## src/rtl/slte_pkg.sv

```systemverilog
// ----------------------------------------------------------------------------
// slte_pkg
// Types, codes and character helpers for the string literal text encoder.
// ----------------------------------------------------------------------------
package slte_pkg;

  localparam int MAX_RUN   = 5;
  localparam int RUN_CNT_W = 3;

  typedef enum logic [1:0] {
    MODE_HEX  = 2'd0,
    MODE_DEC  = 2'd1,
    MODE_B64  = 2'd2,
    MODE_PASS = 2'd3
  } mode_t;

  localparam logic CMD_DATA = 1'b0;
  localparam logic CMD_END  = 1'b1;

  localparam logic [7:0] CH_BSLASH = 8'h5c;
  localparam logic [7:0] CH_X      = 8'h78;
  localparam logic [7:0] CH_COMMA  = 8'h2c;
  localparam logic [7:0] CH_LBRK   = 8'h5b;
  localparam logic [7:0] CH_RBRK   = 8'h5d;
  localparam logic [7:0] CH_QUOTE  = 8'h27;
  localparam logic [7:0] CH_EQ     = 8'h3d;
  localparam logic [7:0] CH_ZERO   = 8'h30;
  localparam logic [7:0] CH_UPPER_A = 8'h41;
  localparam logic [7:0] CH_LOWER_A = 8'h61;
  localparam logic [7:0] CH_PLUS   = 8'h2b;
  localparam logic [7:0] CH_SLASH  = 8'h2f;

  typedef struct packed {
    logic       cmd;
    logic [7:0] data_byte;
  } in_item_t;

  typedef struct packed {
    logic [7:0] out_char;
    logic       last_of_run;
  } out_item_t;

  typedef logic [MAX_RUN-1:0][7:0] run_chars_t;

  function automatic logic [7:0] hex_char(input logic [3:0] nib);
    if (nib < 4'd10) return CH_ZERO + {4'd0, nib};
    else             return CH_LOWER_A + {4'd0, nib} - 8'd10;
  endfunction

  function automatic logic [7:0] b64_char(input logic [5:0] idx);
    if (idx < 6'd26)      return CH_UPPER_A + {2'd0, idx};
    else if (idx < 6'd52) return CH_LOWER_A + {2'd0, idx} - 8'd26;
    else if (idx < 6'd62) return CH_ZERO + {2'd0, idx} - 8'd52;
    else if (idx == 6'd62) return CH_PLUS;
    else                  return CH_SLASH;
  endfunction

  // Binary to three BCD digits, shift-and-add-3 over the eight input bits.
  function automatic logic [11:0] to_bcd(input logic [7:0] bin);
    logic [11:0] bcd;
    bcd = '0;
    for (int i = 7; i >= 0; i--) begin
      if (bcd[3:0] > 4'd4)  bcd[3:0]  = bcd[3:0] + 4'd3;
      if (bcd[7:4] > 4'd4)  bcd[7:4]  = bcd[7:4] + 4'd3;
      if (bcd[11:8] > 4'd4) bcd[11:8] = bcd[11:8] + 4'd3;
      bcd = {bcd[10:0], bin[i]};
    end
    return bcd;
  endfunction

endpackage

```

## src/rtl/string_literal_text_encoder.sv

```systemverilog
// ----------------------------------------------------------------------------
// string_literal_text_encoder
// Encodes string bytes as hex escapes, a decimal list, quoted base64 or
// plain bytes, a run of up to five output characters per request.
// ----------------------------------------------------------------------------
//  channel  | handshake          | payload
//  in       | in_valid/in_stall   | in_data   (cmd, data_byte)
//  out      | out_valid/out_stall | out_data  (out_char, last_of_run)
//  cfg      | cfg_valid/cfg_ready | cfg_data  (encode_mode)
//
// An input request is encoded in the cycle it is accepted into a run of zero
// to five characters; runs drain from a two-run buffer one character per
// cycle while out_stall is low. in_stall is high only while both run slots
// are full. Reset clears the run buffer, the string state and sets pass mode.
// Requests that make no characters leave no trace on the output.
module string_literal_text_encoder
  import slte_pkg::*;
(
  input  logic      clk,
  input  logic      rst,
  input  logic      in_valid,
  output logic      in_stall,
  input  in_item_t  in_data,
  output logic      out_valid,
  input  logic      out_stall,
  output out_item_t out_data,
  input  logic      cfg_valid,
  output logic      cfg_ready,
  input  logic [1:0] cfg_data
);

  mode_t            mode;
  logic             started;
  logic [1:0]       fill;
  logic [1:0][7:0]  pending;

  logic                 cur_valid, nxt_valid;
  run_chars_t           cur_chars, nxt_chars;
  logic [RUN_CNT_W-1:0] cur_cnt, nxt_cnt, idx;

  // encoder
  run_chars_t           enc_raw, enc_chars;
  logic [RUN_CNT_W-1:0] enc_raw_cnt, enc_cnt;
  logic                 enc_skip;
  logic [1:0]           fill_eff, fill_next;
  logic [11:0]          bcd;
  logic [7:0]           b, b0, b1;
  logic                 accept, has_run, cur_last, pop, cur_free;

  assign cfg_ready = 1'b1;
  assign in_stall  = nxt_valid;
  assign accept    = in_valid && !in_stall;

  assign b        = in_data.data_byte;
  assign b0       = pending[0];
  assign b1       = pending[1];
  assign fill_eff = (fill == 2'd3) ? 2'd0 : fill;
  assign bcd      = to_bcd(b);

  always_comb begin
    enc_raw     = '0;
    enc_raw_cnt = '0;
    enc_skip    = 1'b0;
    fill_next   = fill_eff;
    if (in_data.cmd == CMD_DATA) begin
      case (mode)
        MODE_HEX: begin
          enc_raw[0]  = CH_BSLASH;
          enc_raw[1]  = CH_X;
          enc_raw[2]  = hex_char(b[7:4]);
          enc_raw[3]  = hex_char(b[3:0]);
          enc_raw_cnt = RUN_CNT_W'(4);
        end
        MODE_DEC: begin
          enc_raw[0] = started ? CH_COMMA : CH_LBRK;
          if (b >= 8'd100) begin
            enc_raw[1]  = CH_ZERO + {4'd0, bcd[11:8]};
            enc_raw[2]  = CH_ZERO + {4'd0, bcd[7:4]};
            enc_raw[3]  = CH_ZERO + {4'd0, bcd[3:0]};
            enc_raw_cnt = RUN_CNT_W'(4);
          end else if (b >= 8'd10) begin
            enc_raw[1]  = CH_ZERO + {4'd0, bcd[7:4]};
            enc_raw[2]  = CH_ZERO + {4'd0, bcd[3:0]};
            enc_raw_cnt = RUN_CNT_W'(3);
          end else begin
            enc_raw[1]  = CH_ZERO + {4'd0, bcd[3:0]};
            enc_raw_cnt = RUN_CNT_W'(2);
          end
        end
        MODE_B64: begin
          // slot 0 holds the opening quote; drop it once the string runs
          enc_raw[0] = CH_QUOTE;
          enc_skip   = started;
          if (fill_eff < 2'd2) begin
            enc_raw_cnt = RUN_CNT_W'(1);
            fill_next   = fill_eff + 2'd1;
          end else begin
            enc_raw[1]  = b64_char(b0[7:2]);
            enc_raw[2]  = b64_char({b0[1:0], b1[7:4]});
            enc_raw[3]  = b64_char({b1[3:0], b[7:6]});
            enc_raw[4]  = b64_char(b[5:0]);
            enc_raw_cnt = RUN_CNT_W'(5);
            fill_next   = 2'd0;
          end
        end
        default: begin
          enc_raw[0]  = b;
          enc_raw_cnt = RUN_CNT_W'(1);
        end
      endcase
    end else begin
      fill_next = 2'd0;
      case (mode)
        MODE_DEC: begin
          enc_raw[0]  = CH_LBRK;
          enc_raw[1]  = CH_RBRK;
          enc_raw_cnt = RUN_CNT_W'(2);
          enc_skip    = started;
        end
        MODE_B64: begin
          if (!started) begin
            enc_raw[0]  = CH_QUOTE;
            enc_raw[1]  = CH_QUOTE;
            enc_raw_cnt = RUN_CNT_W'(2);
          end else if (fill_eff == 2'd1) begin
            enc_raw[0]  = b64_char(b0[7:2]);
            enc_raw[1]  = b64_char({b0[1:0], 4'd0});
            enc_raw[2]  = CH_EQ;
            enc_raw[3]  = CH_EQ;
            enc_raw[4]  = CH_QUOTE;
            enc_raw_cnt = RUN_CNT_W'(5);
          end else if (fill_eff == 2'd2) begin
            enc_raw[0]  = b64_char(b0[7:2]);
            enc_raw[1]  = b64_char({b0[1:0], b1[7:4]});
            enc_raw[2]  = b64_char({b1[3:0], 2'd0});
            enc_raw[3]  = CH_EQ;
            enc_raw[4]  = CH_QUOTE;
            enc_raw_cnt = RUN_CNT_W'(5);
          end else begin
            enc_raw[0]  = CH_QUOTE;
            enc_raw_cnt = RUN_CNT_W'(1);
          end
        end
        default: begin
          enc_raw_cnt = '0;
        end
      endcase
    end
  end

  always_comb begin
    enc_chars = enc_raw;
    enc_cnt   = enc_raw_cnt;
    if (enc_skip) begin
      enc_chars = {8'd0, enc_raw[MAX_RUN-1:1]};
      enc_cnt   = enc_raw_cnt - RUN_CNT_W'(1);
    end
  end

  assign has_run  = accept && (enc_cnt != '0);
  assign cur_last = (idx == cur_cnt - RUN_CNT_W'(1));
  assign pop      = cur_valid && !out_stall;
  assign cur_free = !cur_valid || (pop && cur_last);

  assign out_valid            = cur_valid;
  assign out_data.out_char    = cur_chars[idx];
  assign out_data.last_of_run = cur_last;

  // control state
  always_ff @(posedge clk) begin
    if (rst) begin
      mode      <= MODE_PASS;
      started   <= 1'b0;
      fill      <= 2'd0;
      cur_valid <= 1'b0;
      nxt_valid <= 1'b0;
      idx       <= '0;
    end else begin
      if (cfg_valid && cfg_ready) mode <= mode_t'(cfg_data);
      if (accept) begin
        started <= (in_data.cmd == CMD_DATA);
        fill    <= fill_next;
      end
      if (cur_free) begin
        idx <= '0;
        if (nxt_valid) begin
          cur_valid <= 1'b1;
          nxt_valid <= 1'b0;
        end else begin
          cur_valid <= has_run;
        end
      end else begin
        if (pop) idx <= idx + RUN_CNT_W'(1);
        if (has_run) nxt_valid <= 1'b1;
      end
    end
  end

  // payload
  always_ff @(posedge clk) begin
    if (accept && in_data.cmd == CMD_DATA && mode == MODE_B64 && fill_eff < 2'd2)
      pending[fill_eff[0]] <= b;
    if (cur_free) begin
      if (nxt_valid) begin
        cur_chars <= nxt_chars;
        cur_cnt   <= nxt_cnt;
      end else if (has_run) begin
        cur_chars <= enc_chars;
        cur_cnt   <= enc_cnt;
      end
    end else if (has_run) begin
      nxt_chars <= enc_chars;
      nxt_cnt   <= enc_cnt;
    end
  end

`ifndef NO_ASSERTIONS
  a_idx_in_run: assert property (@(posedge clk) disable iff (rst)
    cur_valid |-> (idx < cur_cnt))
    else $error("character index beyond run length");

  a_run_nonempty: assert property (@(posedge clk) disable iff (rst)
    cur_valid |-> (cur_cnt != '0) && (cur_cnt <= RUN_CNT_W'(MAX_RUN)))
    else $error("run length out of range");

  a_order: assert property (@(posedge clk) disable iff (rst)
    nxt_valid |-> cur_valid)
    else $error("waiting run without a draining run");

  a_fill: assert property (@(posedge clk) disable iff (rst)
    fill != 2'd3)
    else $error("base64 group fill out of range");

  a_end_clears: assert property (@(posedge clk) disable iff (rst)
    accept && in_data.cmd == CMD_END |=> !started && fill == 2'd0)
    else $error("string state not cleared at end of string");
`endif

endmodule
```

## config.mk

```make
export PLATFORM = sky130hd
export DESIGN_NAME = string_literal_text_encoder
export DESIGN_NICKNAME = d
export VERILOG_FILES = /design/src/rtl/slte_pkg.sv /design/src/rtl/string_literal_text_encoder.sv
export SDC_FILE = /design/constraint.sdc
export NUM_CORES = 1
export LEC_CHECK = 0
export BUFFER_PORTS_ARGS = -buffer_cell sky130_fd_sc_hd__clkbuf_2
export CORE_ASPECT_RATIO = 1.2
export CORE_UTILIZATION = 69
export DETAILED_ROUTE_END_ITERATION = 12
export GPL_TIMING_DRIVEN = 0
export PLACE_DENSITY = 0.95
export RECOVER_POWER = 25
export SYNTH_ARGS = -nofsm -noshare
export SYNTH_HDL_FRONTEND = slang
export SYNTH_SLANG_ARGS = --single-unit
```

## constraint.sdc

```tcl
create_clock -name clk -period 16.1 [get_ports clk]
set_clock_uncertainty 0.1 [all_clocks]
set_input_delay 0 -clock clk [delete_from_list [all_inputs] [get_ports clk]]
set_output_delay 0 -clock clk [all_outputs]
set_load 0.01 [all_outputs]
```

# == Word-level counts from Yosys, hierarchy flattened ==
# Cells that the tools add are included.
# word_totals
in_bits,16
output_inout_bits,12
reg_bits,112
elab_cells,209
# op_classes
eq_ne,10
add_sub_neg,50
n_lt_le_gt_ge,33
muxes,76
reduce_logical,18
bitwise_logic,2
# ops
cell,n
8-bit 2-to-1 mux,24
40-bit 2-to-1 mux,4
7-bit by 6-bit adder with 8-bit output (first input constant),12
6-bit less-than comparator (second input constant),12
24-bit case mux with 3 select lines,1
7-bit by 6-bit subtractor with 8-bit output (second input constant),6
8-bit by 5-bit subtractor with 8-bit output (second input constant),6
6-bit by 6-bit adder with 7-bit output (first input constant),6
3-bit 2-to-1 mux,13
38-bit 2-to-1 mux,1
6-bit by 5-bit less-than comparator with 1-bit output (second input constant),6
32-bit 2-to-1 mux,1
16-bit case mux with 2 select lines,1
30-bit 2-to-1 mux,1
6-bit by 4-bit adder with 7-bit output (first input constant),4
4-bit 2-to-1 mux,7
7-bit 2-to-1 mux,4
8-bit binary-select mux with 3-bit select,1
6-bit equality test (second input constant),4
24-bit 2-to-1 mux,1
8-bit case mux with 3 select lines,1
22-bit 2-to-1 mux,1
4-bit by 2-bit adder with 4-bit output (second input constant),5
4-bit by 3-bit > comparator with 1-bit output (second input constant),5
other kinds (35),62

# == Logic depth before layout (Yosys ltp) ==
# Gate-level depths: netlist of the first run.
# logic_depth
depth_word,18
depth_mapped,21
depth_no_buf,18

# == Worst setup path after synthesis of the first run ==
# Ideal clock, no wire load.
# synth_path
kind,in2reg
from,in in_data[3] in the netlist's numbering
to,reg nxt_chars[0] in the netlist's numbering (enable)
path_stages,14
arrival_time_ps,5607
path_buffers,2
path_slack_ps,9887
setup_ps,506
t_required_ps,15494
cell_sequence,clkbuf_1 > inv_1 > buf_1 > ha_1 > a21boi_0 > o21ai_1 > a21oi_1 > a21oi_1 > a21oi_1 > a21oi_1 > ha_1 > mux2i_1 > or3_1 > nor3b_1
# synth_via
elab_chain_cells,10
word_cells_on_any_way,11
cone_classes,1 x add/sub; 2 x order compare; 5 x mux; 3 x reduce/logical
# synth_rtl
element,line,text
start: declaration,string_literal_text_encoder.sv:23,"input in_item_t in_data,"
8-bit by 4-bit greater-or-equal comparator with 1-bit output,string_literal_text_encoder.sv:81,end else if (b >= 8'd10) begin
1-bit 2-to-1 mux,string_literal_text_encoder.sv:81,
3-bit 2-to-1 mux (*),string_literal_text_encoder.sv:76,if (b >= 8'd100) begin
3-bit case mux with 3 select lines (*),string_literal_text_encoder.sv:66,case (mode)
3-bit 2-to-1 mux (*),string_literal_text_encoder.sv:65,if (in_data.cmd == CMD_DATA) begin
3-bit by 1-bit subtractor with 3-bit output,string_literal_text_encoder.sv:156,enc_cnt = enc_raw_cnt - RUN_CNT_W'(1);
3-bit 2-to-1 mux (*),string_literal_text_encoder.sv:154,if (enc_skip) begin
via enc_cnt[1],string_literal_text_encoder.sv:43,"logic [RUN_CNT_W-1:0] enc_raw_cnt, enc_cnt;"
3-bit nonzero test (*),string_literal_text_encoder.sv:160,assign has_run = accept && (enc_cnt != '0);
1-bit logical AND (*),string_literal_text_encoder.sv:160,
2-bit AND reduction (no source line) (*),--,
end signal: assignment,string_literal_text_encoder.sv:212,nxt_chars <= enc_chars;
end: declaration,string_literal_text_encoder.sv:38,"run_chars_t cur_chars, nxt_chars;"
# The timed path passes the listed nets; every way through them passes the cells marked *.
# A chain may end at the register's enable or synchronous reset.

# == Worst setup path in the final report of the first run ==
# layout_path
from,in in_data[3] in the netlist's numbering
to,reg nxt_chars[27] in the netlist's numbering (enable)
# Same word-level chain as after synthesis.

==> impl_metrics.toml, run 1 <==
[run_status]
run_status = "completed"

[floorplanning]
die_area_sq_um = 13900
floorplan.core_area_sq_um = 12800
chipWidth_microns = 108
top_level_ports = 28
die_height_microns = 129
floorplan.rows = 45
initial_core_util_pct = 72.1

[clock_tree]
cts_max_level = 3
cts_max_path_buffers = 2
worst_setup_hold_path_clk_slew_ps = 90
clock-root-buffer = "clkbuf_16"
cts_sink_cnt = 112
tritoncts = "built"
insertion_delay_ps = 380
tritoncts.num_buffers = 9
cts_setup_buffers = 0

[logic_synthesis]
yosys.cell_types.count = 83
synth.top_cells.by_area = "edfxtp_1, ha_1, a21oi_1, nor2_1, nand2_1"
synth_area_leader_cell = "edfxtp_1"
yosys_most_used_dff = "edfxtp_1"
synth_cells = 1067
syn_area_per_cell_sq_um = 8.67
ys_warn_count = 0
synth-async-reset-ratio_pct = 0
syn_nets = 1130
syn_area_sq_um = 9250
synth-seq-cells = 112
synth_seq_area_share_pct = 35.3
synth_enable_flop_cells = 102
synth_top_area_share_pct = 33.1

[global_routing]
grt_pass1_wl_mm = 47.3
vias_in_the_first_global_route = 8830
grt.overflow.total = 0
maximum_number_of_pins_on_one_net_before_global_route_repair = 40
grt.met1_usage_pct = 54.5
gr-usage-all-layers_pct = 45.0
initial_antenna_violation_count = 1
met2_usage_in_global_routing_pct = 72.9
global_route.peak_usage_layer = "met2"
met3_usage_pct = 11.0

[hold_path]
hold_class = "input port to flop"

[final_layout]
nets = 1188
areaGrowthSynthToFinish_pct = 9.14
fin_cells = 1295
post_route_design_area_sq_um = 10100
fillers = 878
final_layout_size_suffix_gt1_share_pct = 8.32

[power]
power.leakage_nw = 3.69
vdd_ir_drop_max_v = 0.0000760
switching_power_summed_over_all_nets_w = 0.000251
power_per_standard_cell_area_nw_per_um2 = 75.0
power.sequential.fraction_pct = 44.7
power.share.clock_pct = 30.6
cellInternalPower_w = 0.000507
sw_frac_of_total_pct = 33.1
comb_power_share_pct = 24.7

[detailed_routing]
detailed_routing_iterations_pass_1 = 8
postRouteWirelength_mm = 30.2
final_antenna_net_count = 0
remaining_drc_errors = 0
viasPerCell = 7.29
detail_route.iter0.violations = 1381
routed-via-count = 9444
routedWlPerCell_microns = 23.3

[setup_path]
worstPathMaxFanout = 14
worst_setup_path_end_kind = "flop"
worstSetupPathType = "input port to flop"
critPathLaunchType = "input port"
worstPathArrival_ps = 6270
worst-endpoint-required_ps = 16090

[sta]
post-route-min-period_ps = 6280
maxSlewHeadroom_pct = 24.4
fin_setup_tns_ps = 0
fin_max_slew_vios = 0
worst_slew_pin_slew_ps = 1130
grt_setup_unrepaired = "no"
fmax_mhz = 159
timing.final.hold_violations = 0
period_share_pct = 39.0
setup_viol = 0

[place]
placed_cells_incl_taps = 1261
place_area_sq_um = 9650
detailed_place_hpwl_mm = 21.4
gp_routability_congestion = 1.06
port_buffers = 26

[flow_run]
max_cap_violations = 0
-- cells by family after synthesis --
family                   Yosys count  share of synthesized area, %
XOR/XNOR                          24                          2.35
multiplexers                      60                          6.93
adder cells (fa/ha/maj)           47                          6.36
other                              1                        0.0405
AO/OA/AOI/OAI                    354                          26.0
buffers and inverters            118                          5.06
AND/OR/NAND/NOR                  351                          18.0
flip-flops                       112                          35.3
-- cells in the mapped netlist, types with 6 or more instances --
cell	number
xnor2_1	16
a22oi_1	6
o22ai_1	18
o21ai_1	6
nand3_1	34
o31ai_1	12
a21o_1	10
o211ai_1	19
ha_1	47
inv_1	43
mux2i_1	30
nor4_1	6
edfxtp_1	102
nand2b_1	17
nand4_1	8
a221oi_1	16
and2_1	13
xor2_1	7
a211oi_1	22
buf_1	8
nor2b_1	21
clkbuf_1	55
mux2_2	29
a21oi_1	91
nand2_1	91
a31oi_1	16
nand3b_1	7
nor3_1	23
nor2_1	104
and3_1	9
dfxtp_1	10
o21ai_0	59
-- power by group through the flow --
stage	clock [W]	sequential (W)	combinational, W
final	0.000232	0.000339	0.000187
after global routing	0.000237	0.000340	0.000199
after CTS	0.000222	0.000338	0.000178
after detailed placement	0	0.000344	0.000173
after global placement	0	0.000345	0.000165
after floorplan	0	0.000344	0.000125
-- layout by cell type, fill, tap and decap left out, types with 6 or more instances in the layout --
cell type,count
o21ai_1,6
nand2_1,91
nand4_1,8
mux2_2,29
dlygate4sd3_1,17
nor2_1,103
ha_1,47
o22ai_1,18
clkbuf_16,9
inv_1,43
nor3_1,23
edfxtp_1,102
buf_1,6
a21o_1,10
xor2_1,7
dfxtp_1,10
a21oi_1,91
clkbuf_2,8
nand3b_1,7
a31oi_1,16
a22oi_1,6
mux2i_1,30
o211ai_1,19
xnor2_1,16
clkbuf_1,76
o21ai_0,59
nand3_1,34
and2_1,13
a211oi_1,22
nand2b_1,17
nor4_1,6
nor2b_1,21
and3_1,9
o31ai_1,12
a221oi_1,16
-- layer usage --
layer / vias to the layer above / part of all wire, % / wire length [microns]
li1: 4127 / - / -
met1: 4296 / 36 / 10700
met2: 806 / 45 / 13600
met3: 215 / 12 / 3710
met4: 0 / 6.9 / 2090
met5: - / 0 / 0
-- registers in the layout (all words and copies together) (netlist names) --
| name | cells |
|---|---|
| b0 | 8 |
| b1 | 8 |
| cur_chars | 40 |
| cur_cnt | 3 |
| fill | 2 |
| idx | 3 |
| in_stall | 1 |
| mode | 2 |
| nxt_chars | 40 |
| nxt_cnt | 3 |
| out_valid | 1 |
| started | 1 |
-- worst paths after layout --
check	startpoint	end	slack [ps]	cells past startpoint
worst max-delay path	in_data[3]	nxt_chars[27]	9820	19
worst min-delay path	rst	started	300	3
worst max register to register	mode[0]	nxt_chars[27]	11610	13
worst min register to register	fill[0]	fill[0]	450	2
-- layout make-up --
class	instances	area, sq um	area share, %
Multi-Input combinational cell	837	5530	54.8
Sequential cell	112	3260	32.3
Timing Repair Buffer	47	332	3.28
Buffer	73	299	2.96
Clock buffer	10	229	2.27
Tap cell	164	205	2.03
Inverter	45	169	1.67
Clock inverter	6	65.1	0.644
Antenna cell	1	2.50	0.0248
-- through the flow --
stage / utilization (%) / hold WS [ps] / power (W) / worst slack, ps
final: 78.6 / 303 / 0.000758 / 9820
after global routing: 78.6 / 315 / 0.000775 / 9670
after CTS: 78.8 / 314 / 0.000738 / 10300
after detailed placement: 75.2 / 126 / 0.000517 / 10510
after global placement: 74.7 / 115 / 0.000510 / 7330
after floorplan: - / -30.9 / 0.000469 / 9890
-- worst max-delay path, cell delays in order --
cell           delay, ps
dlygate4sd3_1        530
clkbuf_1             200
clkbuf_1             290
inv_1                190
buf_1                470
ha_1                 360
a21boi_0             270
o21ai_1              400
a21oi_1              870
a21oi_1              210
a21oi_1              180
a21oi_1               80
ha_1                 320
mux2i_1              360
or3_1                210
nor3b_2              620
buf_6                280
buf_6                200
buf_6                190
-- repair_timing --
item                      CTS  global route
resized for setup           0             0
hold endpoints to repair   26             0
hold buffers               17             0
No activity file was read; power rests on OpenSTA's default activity.
==> inputs of run 2 (changes only) <==
Settings changed: CORE_UTILIZATION 69 to 64, PLACE_DENSITY 0.95 to 0.92.
Clock period 16.1 ns to 6.3 ns, I/O delays scaled along.
==> impl_metrics.toml, run 2 (synthesis results as in run 1) <==
[setup_path]
worstSetupPathType = "input port to flop"
crit_path_cell_trace = "dlygate4sd3_1 > clkbuf_2 > clkbuf_1 > inv_1 > buf_1 > ha_1 > a21boi_0 > o21ai_1 > a21oi_1 > a21oi_1 > a21oi_1 > a21oi_1 > ha_1 > mux2i_1 > or3_1 > nor3b_4 > buf_6 > buf_6 > buf_6"
critical-path-top-delay-family = "buffers and inverters"
worstPathMaxFanout = 14
slowest_stage = "a21oi_1"
reg2reg_from = "mode[1]"
rr_worst_depth = 13
critical_path_buf_inv_count = 8
worst_r2r_endpoint = "nxt_chars[11]"
worstPathArrival_ps = 5990
critPathLaunchType = "input port"
critical_path.max_stage_delay_ps = 820
worst_setup_path_end_kind = "flop"
reg2reg_setup_slack_ps = 1930
cp_common_cell = "a21oi_1"
worst-endpoint-required_ps = 6270

[global_routing]
grt.met1_usage_pct = 48.8
initial_antenna_violation_count = 0
met3_usage_pct = 5.05
grt.overflow.total = 0
met2_usage_in_global_routing_pct = 66.5
global_route.peak_usage_layer = "met2"
vias_in_the_first_global_route = 8393
grt_pass1_wl_mm = 45.4
gr-usage-all-layers_pct = 39.2
maximum_number_of_pins_on_one_net_before_global_route_repair = 39

[final_layout]
antenna-diode-count = 0
final_layout_size_suffix_gt1_share_pct = 8.41
nets = 1188
layout.core_utilization_pct = 72.8
layout.cells.most_common = "nor2_1"
layout_top_registers = "cur_chars (40), nxt_chars (40)"
most-common-layout-cells = "nor2_1, edfxtp_1, a21oi_1, nand2_1, clkbuf_1"
areaGrowthSynthToFinish_pct = 9.64

[place]
detailed_place_hpwl_mm = 21.5
port_buffers = 26
dp_slack_ps = 599
gp_routability_congestion = 1.02

[sta]
fin_max_slew_vios = 0
grt_setup_unrepaired = "no"
timing.final.hold_violations = 0
fmax_mhz = 166
worst_slew_pin_slew_ps = 1150
period_share_pct = 95.5
finalWorstSetupSlack_ps = 285
post-route-min-period_ps = 6010
maxSlewHeadroom_pct = 22.6
finalHoldWorstSlack_ps = 336
setup_viol = 0

[detailed_routing]
detail_route.iter0.violations = 1101
final_antenna_net_count = 0
detailed_routing_iterations_pass_1 = 11
routedWlPerCell_microns = 22.1
viasPerCell = 6.91
remaining_drc_errors = 2
postRouteWirelength_mm = 28.7
routed-via-count = 8995

[flow_run]
max_cap_violations = 0

[hold_path]
hold_class = "input port to flop"
min-delay-start = "rst"
holdPathStages = 3
min_to = "started"

[clock_tree]
worst_setup_hold_path_clk_slew_ps = 80
cts_max_path_buffers = 2
insertion_delay_ps = 360
tritoncts = "built"
cts_max_level = 3
tritoncts.num_buffers = 9
cts_sink_cnt = 112
clock-root-buffer = "clkbuf_16"

[run_status]
violated_checks = "DRC"
run_status = "finished with violations"

[floorplanning]
die_area_sq_um = 14900
floorplan.core_area_sq_um = 13900
die_height_microns = 134
chipWidth_microns = 112
top_level_ports = 28
initial_core_util_pct = 66.4
floorplan.rows = 47

[power]
power.leakage_nw = 3.71
power_per_standard_cell_area_nw_per_um2 = 194
total_power_w = 0.00197
vdd_ir_drop_max_v = 0.000117
==> run 2: routing by layer <==
layer	routed length [microns]	up-vias
li1	-	4125
met1	11200	4218
met2	13900	544
met3	2270	108
met4	1460	0
met5	0	-
==> run 2: cell type report <==
class,count,area [sq um]
fillers,1084,3790
well taps,171,214
flip-flops and latches,112,3260
repair buffers,47,333
clock buffers,10,229
plain buffers,73,299
clock inverters,6,97.6
inverters,45,169
multi-input cells,837,5540
==> run 2: how the worst max path moves through the flow <==
| stage | startpoint | to | slack, ps | depth (start not counted) |
|---|---|---|---|---|
| final | in_data[3] | nxt_chars[11] | 290 | 19 |
| after global routing | in_data[3] | nxt_chars[19] | 50 | 19 |
| after CTS | in_data[3] | nxt_chars[19] | 390 | 19 |
| after detailed placement | in_data[3] | nxt_chars[19] | 600 | 18 |
| after global placement | in_data[3] | nxt_chars[3] | -2410 | 15 |
| after floorplan | in_data[3] | nxt_chars[0] | 90 | 14 |
==> run 2: where the power goes <==
part	total [W]	switching, W	internal (W)
Combinational	0.000469	0.000305	0.000164
Clock	0.000639	0.000283	0.000356
Sequential	0.000864	0.0000122	0.000852
Total	0.00197	0.000601	0.00137
==> run 2: stage by stage <==
stage               TNS (ps)  area (sq um)  instances
floorplan                  0          9250       1067
global placement     -127900          9590       1264
detailed placement         0          9660       1268
CTS                        0         10200       1301
global route               0         10100       1301
finish                     0         10100       1301
==> run 2: tightest hold or removal path: cells and delay by family <==
family        cells  cell delay, ps
simple gates      1              60
buf+inv           2             700
==> run 2: repair_timing <==
item	in CTS	in global routing
hold endpoints to repair	26	0
gates resized for setup	0	1
hold buffers	17	0
setup buffers	0	0
setup endpoints to repair	0	21
==> inputs of run 3 (changes only) <==
Settings changed: CORE_MARGIN from default to 10, CORE_UTILIZATION 64 to 42, PLACE_DENSITY 0.92 to 0.68.
==> impl_metrics.toml, run 3 (synthesis results as in run 1) <==
[floorplanning]
die_height_microns = 183
chipWidth_microns = 155
floorplan.core_area_sq_um = 21700
die_area_sq_um = 28400
initial_core_util_pct = 42.6
top_level_ports = 28
floorplan.rows = 59

[setup_path]
worst-endpoint-required_ps = 6260
worstPathArrival_ps = 5860
worst_r2r_endpoint = "nxt_chars[33]"
cp-startpoint = "in_data[3]"
reg2reg_from = "mode[0]"
crit_path_end = "nxt_chars[33]"
crit_path_cell_trace = "dlygate4sd3_1 > clkbuf_2 > clkbuf_1 > inv_1 > buf_1 > ha_1 > a21boi_0 > o21ai_1 > a21oi_2 > a21oi_1 > a21oi_1 > a21oi_1 > ha_1 > mux2i_1 > or3_1 > nor3b_2 > buf_6 > buf_6"
reg2reg_setup_slack_ps = 2090
worstPathMaxFanout = 13
slowest_stage = "o21ai_1"
worst_setup_path_end_kind = "flop"
critPathLaunchType = "input port"
critical_path.max_stage_delay_ps = 850
cp_common_cell = "a21oi_1"
rr_worst_depth = 12
worstSetupPathType = "input port to flop"

[sta]
maxSlewHeadroom_pct = 20.0
fmax_mhz = 169
grt_setup_unrepaired = "no"
timing.final.hold_violations = 0
fin_max_slew_vios = 0
finalWorstSetupSlack_ps = 398
fin_setup_tns_ps = 0
finalHoldWorstSlack_ps = 342
post-route-min-period_ps = 5900
period_share_pct = 93.7
setup_viol = 0
worst_slew_pin_slew_ps = 1190

[clock_tree]
cts_setup_buffers = 0
tritoncts.num_buffers = 9
cts_sink_cnt = 112
cts_max_path_buffers = 2
worst_setup_hold_path_clk_slew_ps = 80
insertion_delay_ps = 360
clock-root-buffer = "clkbuf_16"
tritoncts = "built"
cts_max_level = 3

[detailed_routing]
postRouteWirelength_mm = 29.5
routed-via-count = 8601
final_antenna_net_count = 0
routedWlPerCell_microns = 21.0
remaining_drc_errors = 0
viasPerCell = 6.13
detailed_routing_iterations_pass_1 = 8
detail_route.iter0.violations = 993

[final_layout]
antenna-diode-count = 0
most-common-layout-cells = "nor2_1, edfxtp_1, nand2_1"
nets = 1188
layout.cells.most_common = "nor2_1"
layout_top_registers = "cur_chars (40), nxt_chars (40)"
areaGrowthSynthToFinish_pct = 10.5
final_layout_size_suffix_gt1_share_pct = 8.32
layout.core_utilization_pct = 47.1
fillers = 2182

[power]
power.leakage_nw = 3.68
total_power_w = 0.00188
power_per_standard_cell_area_nw_per_um2 = 184
vdd_ir_drop_max_v = 0.000132

[global_routing]
maximum_number_of_pins_on_one_net_before_global_route_repair = 25
grt_pass1_wl_mm = 46.4
gr-usage-all-layers_pct = 20.2
grt.overflow.total = 0
vias_in_the_first_global_route = 8024
initial_antenna_violation_count = 0

[place]
port_buffers = 26
gp_routability_congestion = 0.976
dp_slack_ps = 515
detailed_place_hpwl_mm = 22.6

[flow_run]
max_cap_violations = 0

[hold_path]
hold_class = "input port to flop"

[run_status]
run_status = "completed"
## run 3: worst min path at each step
stage / startpoint / to / slack (ps) / depth (start not counted)
2_1_floorplan: rst / out_valid / -30 / 1
3_3_place_gp: cfg_data[0] / mode[0] / 120 / 3
3_5_place_dp: cfg_data[1] / mode[1] / 140 / 3
4_1_cts: cfg_valid / mode[0] / 330 / 3
5_1_grt: rst / started / 360 / 3
6_report: rst / fill[0] / 340 / 3
## run 3: what timing repair did
action | 4_1_cts | 5_1_grt
hold endpoints to repair | 26 | 0
endpoints found under the setup margin | 0 | 13
gates resized for setup | 0 | 1
hold buffers | 17 | 0
## run 3: critical path, delay by kind of cell
family                   cells  cell delay, ps
AO/OA/AOI/OAI                6            1850
adder cells (fa/ha/maj)      2             640
buffers and inverters        7            2170
multiplexers                 1             270
AND/OR/NAND/NOR              2             910
## run 3: final cells by class
type | count | area, sq um | share of cell area [%]
Tap cell | 274 | 343 | 3.35
Buffer | 73 | 299 | 2.93
Clock inverter | 6 | 42.5 | 0.416
Inverter | 45 | 169 | 1.65
Clock buffer | 10 | 229 | 2.24
Multi-Input combinational cell | 837 | 5540 | 54.2
Timing Repair Buffer | 47 | 340 | 3.33
Sequential cell | 112 | 3260 | 31.9
## run 3: power by group
part	internal [W]	switching, W	total (W)
sequential	0.000852	0.00000993	0.000862
clock	0.000271	0.000284	0.000555
combinational	0.000164	0.000304	0.000468
total	0.00129	0.000597	0.00188
## run 3: through the flow
| step | cell area, sq um | cells |
|---|---|---|
| CTS | 10200 | 1404 |
| global placement | 9720 | 1367 |
| finish | 10200 | 1404 |
| global route | 10200 | 1404 |
| detailed placement | 9800 | 1371 |
| floorplan | 9250 | 1067 |
## run 3: per-layer routing
metal,part of all wire [%],GRT usage [%],vias up
met5,0,0,-
met4,2.5,5.73,0
met3,5.8,2.47,45
met2,48,33.8,337
met1,44,26.6,4096
li1,-,-,4123
